[config.mk]
export PLATFORM = sky130hd
export DESIGN_NAME = supply_voltage_average_scaler
export DESIGN_NICKNAME = d
export VERILOG_FILES = /design/src/hdl/svas_pkg.sv /design/src/hdl/svas_sdiv.sv /design/src/hdl/svas_ring.sv /design/src/hdl/supply_voltage_average_scaler.sv
export SDC_FILE = /design/constraint.sdc
export NUM_CORES = 1
export LEC_CHECK = 0
export ABC_AREA = 1
export BUFFER_PORTS_ARGS = -buffer_cell sky130_fd_sc_hd__buf_2
export CORE_MARGIN = 2
export CORE_UTILIZATION = 30
export DETAILED_ROUTE_END_ITERATION = 10
export SYNTH_ARGS = -nofsm -noshare
export SYNTH_HDL_FRONTEND = slang
export SYNTH_SLANG_ARGS = --single-unit
[constraint.sdc]
create_clock -name aclk -period 4.25 [get_ports aclk]
set_clock_uncertainty 0.1 [all_clocks]
set_input_delay 0.2125 -clock aclk [delete_from_list [all_inputs] [get_ports aclk]]
set_output_delay 0.2125 -clock aclk [all_outputs]
set_load 0.01 [all_outputs]
[src/hdl/svas_pkg.sv]
// ----------------------------------------------------------------------------
// svas_pkg
// Shared types and constants of the supply voltage average scaler.
// ----------------------------------------------------------------------------
package svas_pkg;

    // field widths
    localparam int SVAS_SAMPLE_W  = 15;
    localparam int SVAS_RESULT_W  = 16;
    localparam int SVAS_DIVISOR_W = 16;

    // default ring depth
    localparam int SVAS_DEPTH = 32;

    // prefill counter
    localparam int SVAS_PREFILL_W = 4;
    localparam logic [SVAS_PREFILL_W-1:0] SVAS_PREFILL_ITEMS = 4'd10;

    // four times the mean is a 17-bit dividend
    localparam int SVAS_SCALE_SHIFT = 2;
    localparam int SVAS_SCALE_W     = SVAS_SAMPLE_W + SVAS_SCALE_SHIFT;

    // register file
    localparam int SVAS_APB_AW  = 3;
    localparam int SVAS_APB_DW  = 32;
    localparam int SVAS_REG_IDX_W = SVAS_APB_AW - 2;
    localparam logic [SVAS_REG_IDX_W-1:0] REG_VOLTAGE_DIVISOR = 1'b0;
    localparam logic [SVAS_DIVISOR_W-1:0] SVAS_DIVISOR_RESET = 16'd467;

    typedef enum logic [2:0] {
        ST_IDLE,
        ST_UPDATE,
        ST_MEAN_GO,
        ST_MEAN,
        ST_SCALE_GO,
        ST_SCALE,
        ST_OUT
    } svas_state_t;

    // ring commands from the sequencer
    typedef struct packed {
        logic load;
        logic update;
    } svas_ring_ctl_t;

    // divider status
    typedef struct packed {
        logic busy;
        logic done;
    } svas_div_stat_t;

endpackage

[src/hdl/svas_sdiv.sv]
// ----------------------------------------------------------------------------
// svas_sdiv
// Bit-serial restoring divider: one quotient bit per cycle, dividend
// left-aligned in a shift register, step count chosen at start.
// ----------------------------------------------------------------------------
module svas_sdiv #(
    parameter int DIV_W = 20,
    parameter int CNT_W = $clog2(DIV_W + 1)
) (
    input  logic                                  aclk,
    input  logic                                  aresetn,
    input  logic                                  start,
    input  logic [DIV_W-1:0]                      dividend,
    input  logic [svas_pkg::SVAS_DIVISOR_W-1:0]   divisor,
    input  logic [CNT_W-1:0]                      steps,
    output logic [DIV_W-1:0]                      quotient,
    output svas_pkg::svas_div_stat_t              stat
);
    import svas_pkg::*;

    logic                      busy_reg;
    logic                      done_reg;
    logic [CNT_W-1:0]          cnt_reg;
    logic [SVAS_DIVISOR_W-1:0] rem_reg;
    logic [SVAS_DIVISOR_W-1:0] rem_next;
    logic [SVAS_DIVISOR_W-1:0] dv_reg;
    logic [DIV_W-1:0]          dvd_reg;
    logic [DIV_W-1:0]          quo_reg;
    logic [SVAS_DIVISOR_W:0]   trial;
    logic [SVAS_DIVISOR_W:0]   diff;
    logic                      fits;

    // remainder stays below the divisor, so one extra bit covers the trial
    always_comb begin
        trial    = {rem_reg, dvd_reg[DIV_W-1]};
        fits     = trial >= {1'b0, dv_reg};
        diff     = trial - {1'b0, dv_reg};
        rem_next = fits ? diff[SVAS_DIVISOR_W-1:0] : trial[SVAS_DIVISOR_W-1:0];
    end

    always_ff @(posedge aclk) begin
        if (!aresetn) begin
            busy_reg <= 1'b0;
            done_reg <= 1'b0;
            cnt_reg  <= '0;
        end else begin
            done_reg <= 1'b0;
            if (start) begin
                busy_reg <= 1'b1;
                cnt_reg  <= steps - 1'b1;
            end else if (busy_reg) begin
                if (cnt_reg == '0) begin
                    busy_reg <= 1'b0;
                    done_reg <= 1'b1;
                end else begin
                    cnt_reg <= cnt_reg - 1'b1;
                end
            end
        end
    end

    always_ff @(posedge aclk) begin
        if (start) begin
            rem_reg <= '0;
            dv_reg  <= divisor;
            dvd_reg <= dividend;
            quo_reg <= '0;
        end else if (busy_reg) begin
            rem_reg <= rem_next;
            dvd_reg <= {dvd_reg[DIV_W-2:0], 1'b0};
            quo_reg <= {quo_reg[DIV_W-2:0], fits};
        end
    end

    assign quotient  = quo_reg;
    assign stat.busy = busy_reg;
    assign stat.done = done_reg;

endmodule

[src/hdl/svas_ring.sv]
// ----------------------------------------------------------------------------
// svas_ring
// Sample ring with running window sum. Prefill is tracked by a fill value
// and a count of slots written since, so the memory is never swept.
// ----------------------------------------------------------------------------
module svas_ring #(
    parameter int DEPTH = svas_pkg::SVAS_DEPTH
) (
    input  logic                                         aclk,
    input  logic                                         aresetn,
    input  svas_pkg::svas_ring_ctl_t                     ctl,
    input  logic [svas_pkg::SVAS_SAMPLE_W-1:0]           sample,
    input  logic                                         take,
    output logic [svas_pkg::SVAS_SAMPLE_W+$clog2(DEPTH)-1:0] sum
);
    import svas_pkg::*;

    localparam int PTR_W  = $clog2(DEPTH);
    localparam int FILL_W = $clog2(DEPTH + 1);
    localparam int SUM_W  = SVAS_SAMPLE_W + PTR_W;
    localparam logic [PTR_W-1:0]  LAST_POS  = PTR_W'(DEPTH - 1);
    localparam logic [FILL_W-1:0] FULL_CNT  = FILL_W'(DEPTH);
    localparam logic [SUM_W-1:0]  DEPTH_SUM = SUM_W'(DEPTH);

    logic [SVAS_SAMPLE_W-1:0]  mem [DEPTH];
    logic [SVAS_SAMPLE_W-1:0]  rd_data_reg;
    logic [SVAS_SAMPLE_W-1:0]  sample_reg;
    logic                      take_reg;
    logic [PTR_W-1:0]          pos_reg,      pos_next, pos_inc;
    logic [SVAS_PREFILL_W-1:0] prefill_reg,  prefill_next;
    logic [FILL_W-1:0]         fill_cnt_reg, fill_cnt_next;
    logic [SVAS_SAMPLE_W-1:0]  fill_val_reg, fill_val_next;
    logic [SUM_W-1:0]          sum_reg,      sum_next;
    logic [SVAS_SAMPLE_W-1:0]  old_val;
    logic                      wr_en;

    // slots not rewritten since the last prefill still hold the fill value
    always_comb begin
        old_val = (fill_cnt_reg == FULL_CNT) ? rd_data_reg : fill_val_reg;
        pos_inc = (pos_reg == LAST_POS) ? '0 : pos_reg + 1'b1;
    end

    always_comb begin
        pos_next      = pos_reg;
        prefill_next  = prefill_reg;
        fill_cnt_next = fill_cnt_reg;
        fill_val_next = fill_val_reg;
        sum_next      = sum_reg;
        wr_en         = 1'b0;
        if (ctl.update) begin
            if (prefill_reg != '0) begin
                sum_next      = SUM_W'(sample_reg) * DEPTH_SUM;
                fill_val_next = sample_reg;
                fill_cnt_next = take_reg ? FILL_W'(1) : '0;
                prefill_next  = prefill_reg - 1'b1;
            end else if (take_reg) begin
                sum_next = sum_reg - SUM_W'(old_val) + SUM_W'(sample_reg);
                if (fill_cnt_reg != FULL_CNT) begin
                    fill_cnt_next = fill_cnt_reg + 1'b1;
                end
            end
            if (take_reg) begin
                wr_en    = 1'b1;
                pos_next = pos_inc;
            end
        end
    end

    always_ff @(posedge aclk) begin
        if (!aresetn) begin
            pos_reg      <= '0;
            prefill_reg  <= SVAS_PREFILL_ITEMS;
            fill_cnt_reg <= '0;
            sum_reg      <= '0;
        end else begin
            pos_reg      <= pos_next;
            prefill_reg  <= prefill_next;
            fill_cnt_reg <= fill_cnt_next;
            sum_reg      <= sum_next;
        end
    end

    always_ff @(posedge aclk) begin
        fill_val_reg <= fill_val_next;
        if (ctl.load) begin
            sample_reg <= sample;
            take_reg   <= take;
        end
    end

    // slot at the write position is read on the beat, written in the cycle after
    always_ff @(posedge aclk) begin
        if (ctl.load) begin
            rd_data_reg <= mem[pos_reg];
        end
        if (wr_en) begin
            mem[pos_reg] <= sample_reg;
        end
    end

    assign sum = sum_reg;

    a_fill_bound: assert property (@(posedge aclk) disable iff (!aresetn)
        fill_cnt_reg <= FULL_CNT)
        else $error("fill count beyond ring depth");

    a_prefill_bound: assert property (@(posedge aclk) disable iff (!aresetn)
        prefill_reg <= SVAS_PREFILL_ITEMS)
        else $error("prefill counter out of range");

    a_pos_moves: assert property (@(posedge aclk) disable iff (!aresetn)
        ctl.update && take_reg |=> pos_reg != $past(pos_reg))
        else $error("ring position did not advance on store");

endmodule

[src/hdl/supply_voltage_average_scaler.sv]
// ----------------------------------------------------------------------------
// supply_voltage_average_scaler
// Moving average of supply ADC readings, scaled to tenths of volts.
// ----------------------------------------------------------------------------
// Input channel s_*: one beat carries a 15-bit reading and a store flag.
// The first ten beats after reset load the whole ring with their reading.
// Result channel m_*: one beat per input beat, the window mean times four
// divided by voltage_divisor (zero acts as one), saturated to 16 bits.
// APB port: voltage_divisor at address 0, reset value 467. Write it only
// while the block is idle.
// Per beat: the ring takes the reading, the ring sum is updated, the sum is
// divided by DEPTH, four times the mean is divided by voltage_divisor, and
// the result is loaded. Both divisions run on one bit-serial divider, one
// quotient bit per cycle. A new beat is taken once the previous result is
// in the output register, so one beat is worked on at a time.
// The output register holds its result while m_ready is low; a finished
// item then waits in front of the output register until it frees up, and
// no new input beat is accepted meanwhile. Reset empties the pipeline and
// rearms the prefill; the ring memory itself is not cleared.
// ----------------------------------------------------------------------------
module supply_voltage_average_scaler #(
    parameter int DEPTH = svas_pkg::SVAS_DEPTH
) (
    input  logic                                 aclk,
    input  logic                                 aresetn,
    // configuration
    input  logic                                 psel,
    input  logic                                 penable,
    input  logic                                 pwrite,
    input  logic [svas_pkg::SVAS_APB_AW-1:0]     paddr,
    input  logic [svas_pkg::SVAS_APB_DW-1:0]     pwdata,
    output logic [svas_pkg::SVAS_APB_DW-1:0]     prdata,
    output logic                                 pready,
    // input channel
    input  logic                                 s_valid,
    output logic                                 s_ready,
    input  logic [svas_pkg::SVAS_SAMPLE_W-1:0]   s_adc_sample,
    input  logic                                 s_take_sample,
    // result channel
    output logic                                 m_valid,
    input  logic                                 m_ready,
    output logic [svas_pkg::SVAS_RESULT_W-1:0]   m_voltage_x10
);
    import svas_pkg::*;

    localparam int SUM_W       = SVAS_SAMPLE_W + $clog2(DEPTH);
    localparam int DIV_W       = (SUM_W > SVAS_SCALE_W) ? SUM_W : SVAS_SCALE_W;
    localparam int CNT_W       = $clog2(DIV_W + 1);
    localparam int SUM_ALIGN   = DIV_W - SUM_W;
    localparam int SCALE_ALIGN = DIV_W - SVAS_SCALE_W;
    localparam logic [CNT_W-1:0] SUM_STEPS   = CNT_W'(SUM_W);
    localparam logic [CNT_W-1:0] SCALE_STEPS = CNT_W'(SVAS_SCALE_W);
    localparam logic [SVAS_DIVISOR_W-1:0] DEPTH_DIV = SVAS_DIVISOR_W'(DEPTH);

    svas_state_t              state_reg, state_next;
    svas_ring_ctl_t           ring_ctl;
    svas_div_stat_t           div_stat;
    logic [SUM_W-1:0]         sum;
    logic                     div_start;
    logic [DIV_W-1:0]         div_dividend;
    logic [SVAS_DIVISOR_W-1:0] div_divisor;
    logic [CNT_W-1:0]         div_steps;
    logic [DIV_W-1:0]         div_quotient;
    logic [SVAS_SAMPLE_W-1:0] mean_reg;
    logic [SVAS_SCALE_W-1:0]  mean_x4;
    logic [SVAS_DIVISOR_W-1:0] divisor_reg;
    logic [SVAS_DIVISOR_W-1:0] divisor_eff;
    logic [SVAS_RESULT_W-1:0] result_sat;
    logic                     m_valid_reg;
    logic [SVAS_RESULT_W-1:0] m_voltage_reg;
    logic                     out_free;
    logic                     out_load;
    logic                     s_accept;
    logic                     cfg_write;
    logic [SVAS_REG_IDX_W-1:0] reg_idx;

    // ------------------------------------------------------------------
    // configuration
    // ------------------------------------------------------------------
    assign pready    = 1'b1;
    assign reg_idx   = paddr[SVAS_APB_AW-1:2];
    assign cfg_write = psel && penable && pwrite && pready;

    always_ff @(posedge aclk) begin
        if (!aresetn) begin
            divisor_reg <= SVAS_DIVISOR_RESET;
        end else if (cfg_write && reg_idx == REG_VOLTAGE_DIVISOR) begin
            divisor_reg <= pwdata[SVAS_DIVISOR_W-1:0];
        end
    end

    always_comb begin
        prdata = '0;
        if (reg_idx == REG_VOLTAGE_DIVISOR) begin
            prdata = SVAS_APB_DW'(divisor_reg);
        end
    end

    // ------------------------------------------------------------------
    // datapath
    // ------------------------------------------------------------------
    svas_ring #(
        .DEPTH (DEPTH)
    ) u_ring (
        .aclk    (aclk),
        .aresetn (aresetn),
        .ctl     (ring_ctl),
        .sample  (s_adc_sample),
        .take    (s_take_sample),
        .sum     (sum)
    );

    svas_sdiv #(
        .DIV_W (DIV_W),
        .CNT_W (CNT_W)
    ) u_sdiv (
        .aclk     (aclk),
        .aresetn  (aresetn),
        .start    (div_start),
        .dividend (div_dividend),
        .divisor  (div_divisor),
        .steps    (div_steps),
        .quotient (div_quotient),
        .stat     (div_stat)
    );

    assign mean_x4     = {mean_reg, {SVAS_SCALE_SHIFT{1'b0}}};
    assign divisor_eff = (divisor_reg == '0) ? SVAS_DIVISOR_W'(1) : divisor_reg;
    assign result_sat  = div_quotient[SVAS_SCALE_W-1] ? '1
                                                       : div_quotient[SVAS_RESULT_W-1:0];

    always_ff @(posedge aclk) begin
        if (state_reg == ST_MEAN && div_stat.done) begin
            mean_reg <= div_quotient[SVAS_SAMPLE_W-1:0];
        end
    end

    // ------------------------------------------------------------------
    // sequencer
    // ------------------------------------------------------------------
    assign out_free = !m_valid_reg || m_ready;
    assign s_accept = s_valid && s_ready;

    always_comb begin
        state_next = state_reg;
        unique case (state_reg)
            ST_IDLE:     if (s_valid)        state_next = ST_UPDATE;
            ST_UPDATE:                       state_next = ST_MEAN_GO;
            ST_MEAN_GO:                      state_next = ST_MEAN;
            ST_MEAN:     if (div_stat.done)  state_next = ST_SCALE_GO;
            ST_SCALE_GO:                     state_next = ST_SCALE;
            ST_SCALE:    if (div_stat.done)  state_next = ST_OUT;
            ST_OUT:      if (out_free)       state_next = ST_IDLE;
            default:                         state_next = ST_IDLE;
        endcase
    end

    always_comb begin
        s_ready         = 1'b0;
        ring_ctl.load   = 1'b0;
        ring_ctl.update = 1'b0;
        div_start       = 1'b0;
        div_dividend    = DIV_W'(sum) << SUM_ALIGN;
        div_divisor     = DEPTH_DIV;
        div_steps       = SUM_STEPS;
        out_load        = 1'b0;
        unique case (state_reg)
            ST_IDLE: begin
                s_ready       = 1'b1;
                ring_ctl.load = s_valid;
            end
            ST_UPDATE: begin
                ring_ctl.update = 1'b1;
            end
            ST_MEAN_GO: begin
                div_start = 1'b1;
            end
            ST_SCALE_GO: begin
                div_start    = 1'b1;
                div_dividend = DIV_W'(mean_x4) << SCALE_ALIGN;
                div_divisor  = divisor_eff;
                div_steps    = SCALE_STEPS;
            end
            ST_OUT: begin
                out_load = out_free;
            end
            default: begin
            end
        endcase
    end

    always_ff @(posedge aclk) begin
        if (!aresetn) begin
            state_reg <= ST_IDLE;
        end else begin
            state_reg <= state_next;
        end
    end

    // ------------------------------------------------------------------
    // output register
    // ------------------------------------------------------------------
    always_ff @(posedge aclk) begin
        if (!aresetn) begin
            m_valid_reg <= 1'b0;
        end else if (out_load) begin
            m_valid_reg <= 1'b1;
        end else if (m_ready) begin
            m_valid_reg <= 1'b0;
        end
    end

    always_ff @(posedge aclk) begin
        if (out_load) begin
            m_voltage_reg <= result_sat;
        end
    end

    assign m_valid       = m_valid_reg;
    assign m_voltage_x10 = m_voltage_reg;

    a_beat_starts_update: assert property (@(posedge aclk) disable iff (!aresetn)
        s_accept |=> state_reg == ST_UPDATE)
        else $error("accepted beat did not start the ring update");

    a_done_expected: assert property (@(posedge aclk) disable iff (!aresetn)
        div_stat.done |-> (state_reg == ST_MEAN || state_reg == ST_SCALE))
        else $error("divider finished outside a division state");

    a_result_loaded: assert property (@(posedge aclk) disable iff (!aresetn)
        state_reg == ST_OUT && out_free |=> m_valid && state_reg == ST_IDLE)
        else $error("finished result not presented");

endmodule
* Word-level counts from Yosys, hierarchy flattened
Memories as Yosys holds them, arrays and structs flattened. A register that Yosys moved wholly into a read port is not among the register bits.
Index checks and enable logic that the tools add are counted.
** Operators by class
- Add/sub/neg operators :: 8
- Magnitude comparators :: 1
- Equality and inequality tests :: 14
- Muxes and demuxes :: 38
- Bitwise operators :: 4
- Reduce and logical (&&, ||, !) cells :: 23
** Operators with widths (count)
- 20-bit two-way mux :: 5
- 16-bit two-way mux :: 2
- 6-bit two-way mux :: 4
- 3-bit one-hot mux with 7 select lines :: 1
- 20-bit by 15-bit adder with 20-bit output :: 1
- 5-bit two-way mux :: 4
- 20-bit by 15-bit subtractor with 20-bit output :: 1
- 17-bit by 16-bit greater-or-equal comparator with 1-bit output :: 1
- 16-bit logical NOT :: 1
- 1-bit two-way mux :: 16
- 16-bit subtractor :: 1
- 15-bit two-way mux :: 1
- 3-bit two-way mux :: 5
- 5-bit by 1-bit subtractor with 5-bit output, second input constant :: 2
- 3-bit equality test, second input constant :: 3
- 2-bit AND reduction :: 4
- 2-bit nonzero test :: 4
- 6-bit by 1-bit adder with 6-bit output, second input constant :: 1
- 3-bit by 2-bit equality test with 1-bit output, second input constant :: 2
- 6-bit equality test, second input constant :: 1
- 2-bit != test, second input constant :: 3
- 6-bit != test, second input constant :: 1
- 5-bit by 1-bit adder with 5-bit output, second input constant :: 1
- 5-bit equality test, second input constant :: 1
- 14 further kinds :: 22
** Storage, ports and cells
- Bits in registers :: 193
- Memory bits (writable) :: 480
- Bits of input ports :: 58
- Output and inout port bits :: 51
- Logic and storage cells :: 109
- Memories kept :: 1
** Memory list
- u_ring.mem :: depth 32, bits a word 15, read ports 1, clocked after memory_dff 1, wr ports 1, line svas_ring.sv:25 : logic [SVAS_SAMPLE_W-1:0] mem [DEPTH];

* Logic depth before layout (Yosys ltp)
Gate-level depths: netlist of run 1.
- Depth after elaboration :: 6
- Gate-level depth with buffers :: 23
- Mapped depth without buffers :: 22

* Modules after synthesis
Synthesis of run 1 repeated with hierarchy kept, for this count alone.
** Second synthesis, totals
- Cell total of the unflattened synthesis :: 2671
- Area, all modules :: 29739.8 um^2
** By module, submodules not included
- svas_ring :: times used 1, cells each 1873, area an instance 23208.5 um^2, seq. area each 16495.8 um^2
- svas_sdiv :: times used 1, cells each 508, area an instance 4090.2 um^2, seq. area each 1941.9 um^2
- supply_voltage_average_scaler :: times used 1, cells each 290, area an instance 2441.1 um^2, seq. area each 1331.3 um^2

* Worst setup path after synthesis of run 1
Ideal clock, no wire load.
- Path type :: register to register
- From :: register u_ring.fill_cnt_reg[0]
- To :: register u_ring.sum_reg[9], in the netlist u_ring.sum[9]
- Library setup time :: 0.119 ns
- Data arrival time :: 2.966 ns
- Data required time :: 4.031 ns
- Path slack :: 1.065 ns
- Cell stages (with the launch flop) :: 16
- Buffers on the path :: 1
- Clock period less this slack :: 3.185 ns
- Cell sequence :: dfxtp_1 inv_1 ha_1 nand4_2 buf_2 mux2i_1 fa_1 ha_1 nand2_1 nor2_1 inv_1 nor2_1 a21oi_1 or2_2 nand3_1 a21oi_1
** Between the ends
- Word-level cells in the longest chain between the ends :: 6
** RTL lines
- start, declared :: line svas_ring.sv:31 : logic [FILL_W-1:0] fill_cnt_reg, fill_cnt_next;
- start signal, assigned :: line svas_ring.sv:78 : fill_cnt_reg <= fill_cnt_next;
- 6-bit equality test :: line svas_ring.sv:39 : old_val = (fill_cnt_reg == FULL_CNT) ? rd_data_reg : fill_val_reg;
- 15-bit two-way mux :: line svas_ring.sv:39
- 20-bit by 15-bit subtractor with 20-bit output :: line svas_ring.sv:57 : sum_next = sum_reg - SUM_W'(old_val) + SUM_W'(sample_reg);
- 20-bit by 15-bit adder with 20-bit output :: line svas_ring.sv:57
- 20-bit two-way mux :: line svas_ring.sv:56 : end else if (take_reg) begin
- 20-bit two-way mux :: line svas_ring.sv:51 : if (prefill_reg != '0) begin
- end signal, assigned :: line svas_ring.sv:79 : sum_reg <= sum_next;
- end, declared :: line svas_ring.sv:33 : logic [SUM_W-1:0] sum_reg, sum_next;
No other way between the ends. The select of a mux whose other input is x is not followed.
A chain may end at the register's enable or synchronous reset.

* Final worst setup path of run 1
- From :: register u_ring.fill_cnt_reg[0]
- To :: register u_ring.sum_reg[13], in the netlist u_ring.sum[13]
Same word-level chain as after synthesis.

==> results_dict.tcl, run 1 <==
set metrics [dict create \
    relSlewSlack_pct 10.6 \
    rsz0062_at_grt "no" \
    grt_max_degree 245 \
    rows 114 \
    ir_drop_mv 0.347 \
    startpoint "u_ring.fill_cnt_reg[0]$_SDFFE_PN0P_" \
    dp.cells 3864 \
    drc 0 \
    io_buffers 73 \
    track_usage_pct 14.5 \
    cts_tree "yes" \
    synth_flop_cell "edfxtp_1" \
    vias 19600 \
    syn_area_sq_um 29300 \
    gp_congestion 0.898 \
    finalMaxSlewViolations 0 \
    yosys-top-cells-area "edfxtp_1 (61%), dfxtp_1 (6.5%), nor2_1 (5.2%), o21ai_0 (4.8%), nand2_1 (3.9%)" \
    crit_fanout 17 \
    ant_nets 0 \
    coreArea_sq_um 96700 \
    min_period_ps 3850 \
    dr.pass1.iters 6 \
    yosysWarnings 0 \
    power.density_nw_per_um2 629 \
    cts_buffers 71 \
    worstReg2RegEnd "u_ring.sum[13]$_SDFFE_PN0P_" \
    antennaDiodeCount 0 \
    root_buffer "clkbuf_16" \
    largest_reg_flops 480 \
    yosys.area.top_type_share_pct 60.8 \
    critPathArrivalTime_ps 4310 \
    fp.dieW_um 316 \
    worst_slew_pin_slew_ps 1340 \
    async_flop_share_pct 0 \
    critical_path_class "reg2reg" \
    timing.rr.start "u_ring.fill_cnt_reg[0]$_SDFFE_PN0P_" \
    end_kind "register" \
    synth_cells 2565 \
    syn_avg_cell_area_sq_um 11.4 \
    rr_worst_depth 16 \
    start_util_pct 30.3 \
    htreeDepth 3 \
    synth_largest_area_cell "edfxtp_1" \
    gr-total-overflow 0 \
    maxCapViolCount 0 \
    ioPinCount 109 \
    r2r_setup_slack_ps 400 \
    leakage_nw 12.2 \
    post_cts_buffers 0 \
    setup_viol 0 \
    dr.first_iter.drc_count 1886 \
    cts.clk_slew.worst_paths_ps 70 \
    die_height_um 316 \
    synth_cell_types 51 \
    final.setup.tns_ps 0 \
    clk_path_buf_depth 3 \
    area_delta_synth_final_pct 15.8 \
    synth_edf_count 593 \
    cp-endpoint "u_ring.sum[13]$_SDFFE_PN0P_" \
    ctsHoldBuffers 34 \
    dp_hpwl_mm 44.3 \
    post-route-period-util_pct 90.6 \
    worst_skew_pair.late_latency_ps 640 \
    grt_pass1_wl_mm 112 \
    layout.nets 2814 \
    die-area_sq_um 100000 \
    grt_antenna_before_repair 2 \
    finalNonFillerCells 4027 \
    yosysSeqAreaShare_pct 67.3 \
    drt-wirelength-per-cell_um 18.4 \
    startpoint_type "register" \
    ys_ff_latch 688 \
    status "finished clean" \
    hp-class "in2reg" \
    cts.sinks 688 \
    hold_viol 0 \
    fmax_ghz 0.260 \
    layout-drive-gt1-share_pct 10.9 \
    post_cts_resized 0 \
    worstPathRequired_ps 4710 \
    grt_pass1_vias 18400 \
    via_per_inst 4.86 \
    routed_wirelength_mm 74.1 \
]
[how the worst min path moves through the flow]
stage	start	end	slack [ps]	cells past startpoint
after floorplan	s_adc_sample[0]	u_ring.sample_reg[0]$_DFFE_PP_	210	0
after global placement	s_take_sample	u_ring.take_reg$_DFFE_PP_	290	1
after detailed placement	s_adc_sample[4]	u_ring.sample_reg[4]$_DFFE_PP_	290	1
after CTS	aresetn	u_ring.prefill_reg[2]$_SDFFE_PN0P_	80	4
after global routing	aresetn	m_valid$_SDFFE_PN0P_	120	3
final	aresetn	u_ring.pos_reg[4]$_SDFFE_PN0P_	130	4
[metrics by stage]
step / cell area (sq um) / hold slack (ps) / utilization, % / power [mW] / setup slack (ps)
global route: 33900 / 122 / 35.1 / 22.6 / 32.3
global placement: 31200 / 290 / 32.3 / 15.0 / 466
finish: 33900 / 133 / 35.1 / 21.4 / 401
CTS: 33900 / 81.5 / 35.1 / 21.5 / 416
floorplan: 29300 / 211 / - / 13.3 / 1060
detailed placement: 31200 / 292 / 32.3 / 15.1 / 451
[synthesized netlist by cell type (all sizes together), types with 9 or more instances]
cell type and instances:
mux2i 14, nor3 14, fa 16, nand4 20, edfxtp 593, nand3 62, a21oi 94, ha 45
inv 187, clkbuf 63, o22ai 149, dfxtp 95, nand3b 9, buf 73, nor2 416, o21ai 293
a22o 45, nand2 316
[placed cells by master (no fill, tap or decap), types with 8 or more instances in the layout]
cell type / n
conb_1: 17
nand3b_1: 9
a22o_1: 45
a21oi_1: 91
nand3_1: 59
o21ai_1: 8
fa_1: 16
buf_4: 69
xnor2_1: 8
inv_1: 180
nand2_2: 8
mux2i_1: 14
dfxtp_1: 93
nand2_1: 306
ha_1: 45
nor2_1: 406
clkbuf_1: 16
nand4_1: 19
o22ai_1: 149
clkinv_2: 12
buf_2: 73
edfxtp_1: 593
clkinv_1: 11
o21ai_0: 279
dlygate4sd3_1: 34
nor3_1: 12
clkbuf_16: 71
[routing by layer]
| layer | vias to the layer above | routed length (um) | share of wire [%] | GRT usage [%] |
|---|---|---|---|---|
| met5 | - | 16 | 0.022 | 0 |
| met4 | 2 | 1740 | 2.3 | 3.96 |
| met3 | 107 | 4070 | 5.5 | 2.22 |
| met2 | 576 | 34000 | 46 | 23.1 |
| met1 | 9543 | 34300 | 46 | 20.5 |
| li1 | 9340 | - | - | - |
[worst max-delay path, stage by stage (launching register included)]
cell and delay (ps):
dfxtp_1 330, inv_1 100, ha_1 170, nand4_2 580
mux2i_1 420, fa_1 460, ha_1 410, nand2_1 80
nand2_1 90, inv_1 40, nand2_1 130, inv_1 50
o21ai_0 350, nand2_1 130, nand3b_1 110, nand3_1 70
a21oi_1 130
[logic make-up after synthesis]
family	after synthesis	share of synthesized area, %
buffers and inverters	325	4.78
and+or+nand+nor	855	12.1
muxes	14	0.478
DFF	688	67.3
xor gates and xnor gates	14	0.419
other	2	0.0256
AOI/OAI and AO/OA	606	11.9
adders and majority gates	61	3.02
[cell type report]
class,count,area (sq um)
Fill cell,9517,62800
Inverter,189,717
Timing Repair Buffer,178,1260
Clock buffer,88,1850
Clock inverter,41,527
Tap cell,1276,1600
Sequential cell,688,19700
Multi-Input combinational cell,1567,8260
[report_power, final]
| group | internal [mW] | leakage (nW) | switching (mW) |
|---|---|---|---|
| Sequential | 8.32 | 6.15 | 0.362 |
| Combinational | 1.95 | 4.95 | 4.39 |
| Clock | 3.60 | 1.14 | 2.74 |
Note: power is estimated with default switching activity, not from simulation.
==> run 2: changes to the inputs <==
- CTS_BUF_LIST: default -> sky130_fd_sc_hd__clkbuf_8
- REMOVE_ABC_BUFFERS: default -> 1
==> results_dict.tcl, run 2 (same netlist as run 1, synthesis figures left out) <==
set metrics [dict create \
    gp_congestion 0.844 \
    drt-wirelength-per-cell_um 17.4 \
    power.switching_mw 7.31 \
    rsz0062_at_grt "no" \
    io_buffers 73 \
    startpoint_type "register" \
    cts_tree "yes" \
    gr-total-overflow 0 \
    root_buffer "clkbuf_8" \
    worst_slew_pin_slew_ps 1020 \
    min_period_ps 3740 \
    p_seq_share_pct 42.2 \
    hp-class "in2reg" \
    coreArea_sq_um 96700 \
    track_usage_pct 14.1 \
    worst_skew_pair.late_latency_ps 730 \
    clk_path_buf_depth 3 \
    rows 114 \
    maxCapViolCount 0 \
    final.setup.tns_ps 0 \
    crit_fanout 14 \
    largest_reg_flops 480 \
    dr.first_iter.drc_count 1855 \
    relSlewSlack_pct 31.8 \
    post-route-period-util_pct 88.0 \
    clkPwrFrac_pct 27.1 \
    drc 0 \
    layout-drive-gt1-share_pct 12.1 \
    hold_viol 0 \
    cp-endpoint "u_ring.sum[13]$_SDFFE_PN0P_" \
    routed_wirelength_mm 71.9 \
    final_util_pct 35.1 \
    via_per_inst 4.78 \
    ioPinCount 109 \
    worstReg2RegEnd "u_ring.sum[13]$_SDFFE_PN0P_" \
    fmax_ghz 0.268 \
    cts.sinks 688 \
    startpoint "u_ring.fill_cnt_reg[0]$_SDFFE_PN0P_" \
    start_util_pct 30.3 \
    finalMaxSlewViolations 0 \
    comb_power_share_pct 30.7 \
    status "finished clean" \
    layout.nets 2874 \
    dp_hpwl_mm 43.6 \
    critical_path_class "reg2reg" \
    area_delta_synth_final_pct 15.9 \
    cts.clk_slew.worst_paths_ps 80 \
    end_kind "register" \
    fp.dieW_um 316 \
    timing.rr.start "u_ring.fill_cnt_reg[0]$_SDFFE_PN0P_" \
    final_cell_mix "edfxtp_1 (593), nor2_1 (406), nand2_1 (306), o21ai_0 (279), inv_1 (207)" \
    setup_viol 0 \
    grt_max_degree 109 \
    die_height_um 316 \
    htreeDepth 3 \
    r2r_setup_slack_ps 510 \
    switching_share_pct 35.6 \
    ant_nets 0 \
    vias 19700 \
    grt_pass1_wl_mm 109 \
    grt_antenna_before_repair 0 \
    grt_pass1_vias 18600 \
    cts_buffers 105 \
    worstPathRequired_ps 4800 \
    critPathArrivalTime_ps 4290 \
    antennaDiodeCount 0 \
    rr_worst_depth 16 \
    post_cts_resized 0 \
    power.density_nw_per_um2 605 \
    ir_drop_mv 0.282 \
    dr.pass1.iters 5 \
    internal_power_mw 13.2 \
    die-area_sq_um 100000 \
    final_common_cell "edfxtp_1" \
    leakage_nw 12.4 \
]
-- run 2: how the worst min path moves through the flow --
| stage | start | end | cells past startpoint | slack [ps] |
|---|---|---|---|---|
| global placement | s_adc_sample[11] | u_ring.sample_reg[11]$_DFFE_PP_ | 1 | 290 |
| finish | s_adc_sample[3] | u_ring.sample_reg[3]$_DFFE_PP_ | 2 | 120 |
| floorplan | aresetn | divisor_reg[0]$_SDFFE_PN1P_ | 1 | 210 |
| global route | s_adc_sample[3] | u_ring.sample_reg[3]$_DFFE_PP_ | 2 | 100 |
| detailed placement | s_adc_sample[11] | u_ring.sample_reg[11]$_DFFE_PP_ | 1 | 290 |
| CTS | s_adc_sample[3] | u_ring.sample_reg[3]$_DFFE_PP_ | 2 | 70 |
-- run 2: cell type report --
type,count,area [sq um]
sequential,688,19700
inverter,189,717
clock inverter,87,631
tap,1276,1600
timing repair buffer,204,1510
multi-input combinational,1567,8260
clock buffer,111,1530
fill,9546,62700
-- run 2: per-layer routing --
layer  track usage [%]  part of all wire [%]  up-vias
met5                 0                     0        -
met4              3.68                   2.1        0
met1              19.6                    46     9526
li1                  -                     -     9491
met2              22.3                    45      601
met3              2.92                   6.6      104
-- run 2: repair_timing --
item | 4_1_cts | 5_1_grt
hold buffers | 56 | 0
setup buffers | 0 | 0
hold endpoints to repair | 72 | 0
endpoints found under the setup margin | 0 | 0
-- run 2: critical path, stage by stage (launching register included) --
cell,delay (ps)
dfxtp_1,330
inv_1,90
ha_1,170
nand4_2,480
mux2i_1,380
fa_1,450
ha_1,410
nand2_1,80
nand2_1,80
inv_1,50
nand2_1,140
inv_1,50
o21ai_0,390
nand2_1,160
nand3b_1,120
nand3_1,70
a21oi_1,120
-- run 2: power groups by stage --
stage	Clock [mW]	Combinational, mW	Sequential [mW]
4_1_cts	5.69	6.29	8.68
2_1_floorplan	0	4.13	8.95
5_1_grt	5.98	7.10	8.73
6_report	5.56	6.31	8.68
3_5_place_dp	0	6.22	8.82
3_3_place_gp	0	6.17	8.81
-- run 2: per-stage QoR --
step	instances	area, sq um	hold slack [ps]	power, mW	setup slack (ps)
2_1_floorplan	2444	28700	211	13.1	-3990
4_1_cts	4122	34000	72.3	20.7	578
5_1_grt	4122	34000	102	21.8	182
3_5_place_dp	3868	31200	294	15.0	582
6_report	4122	34000	122	20.5	512
3_3_place_gp	3868	31200	292	15.0	662
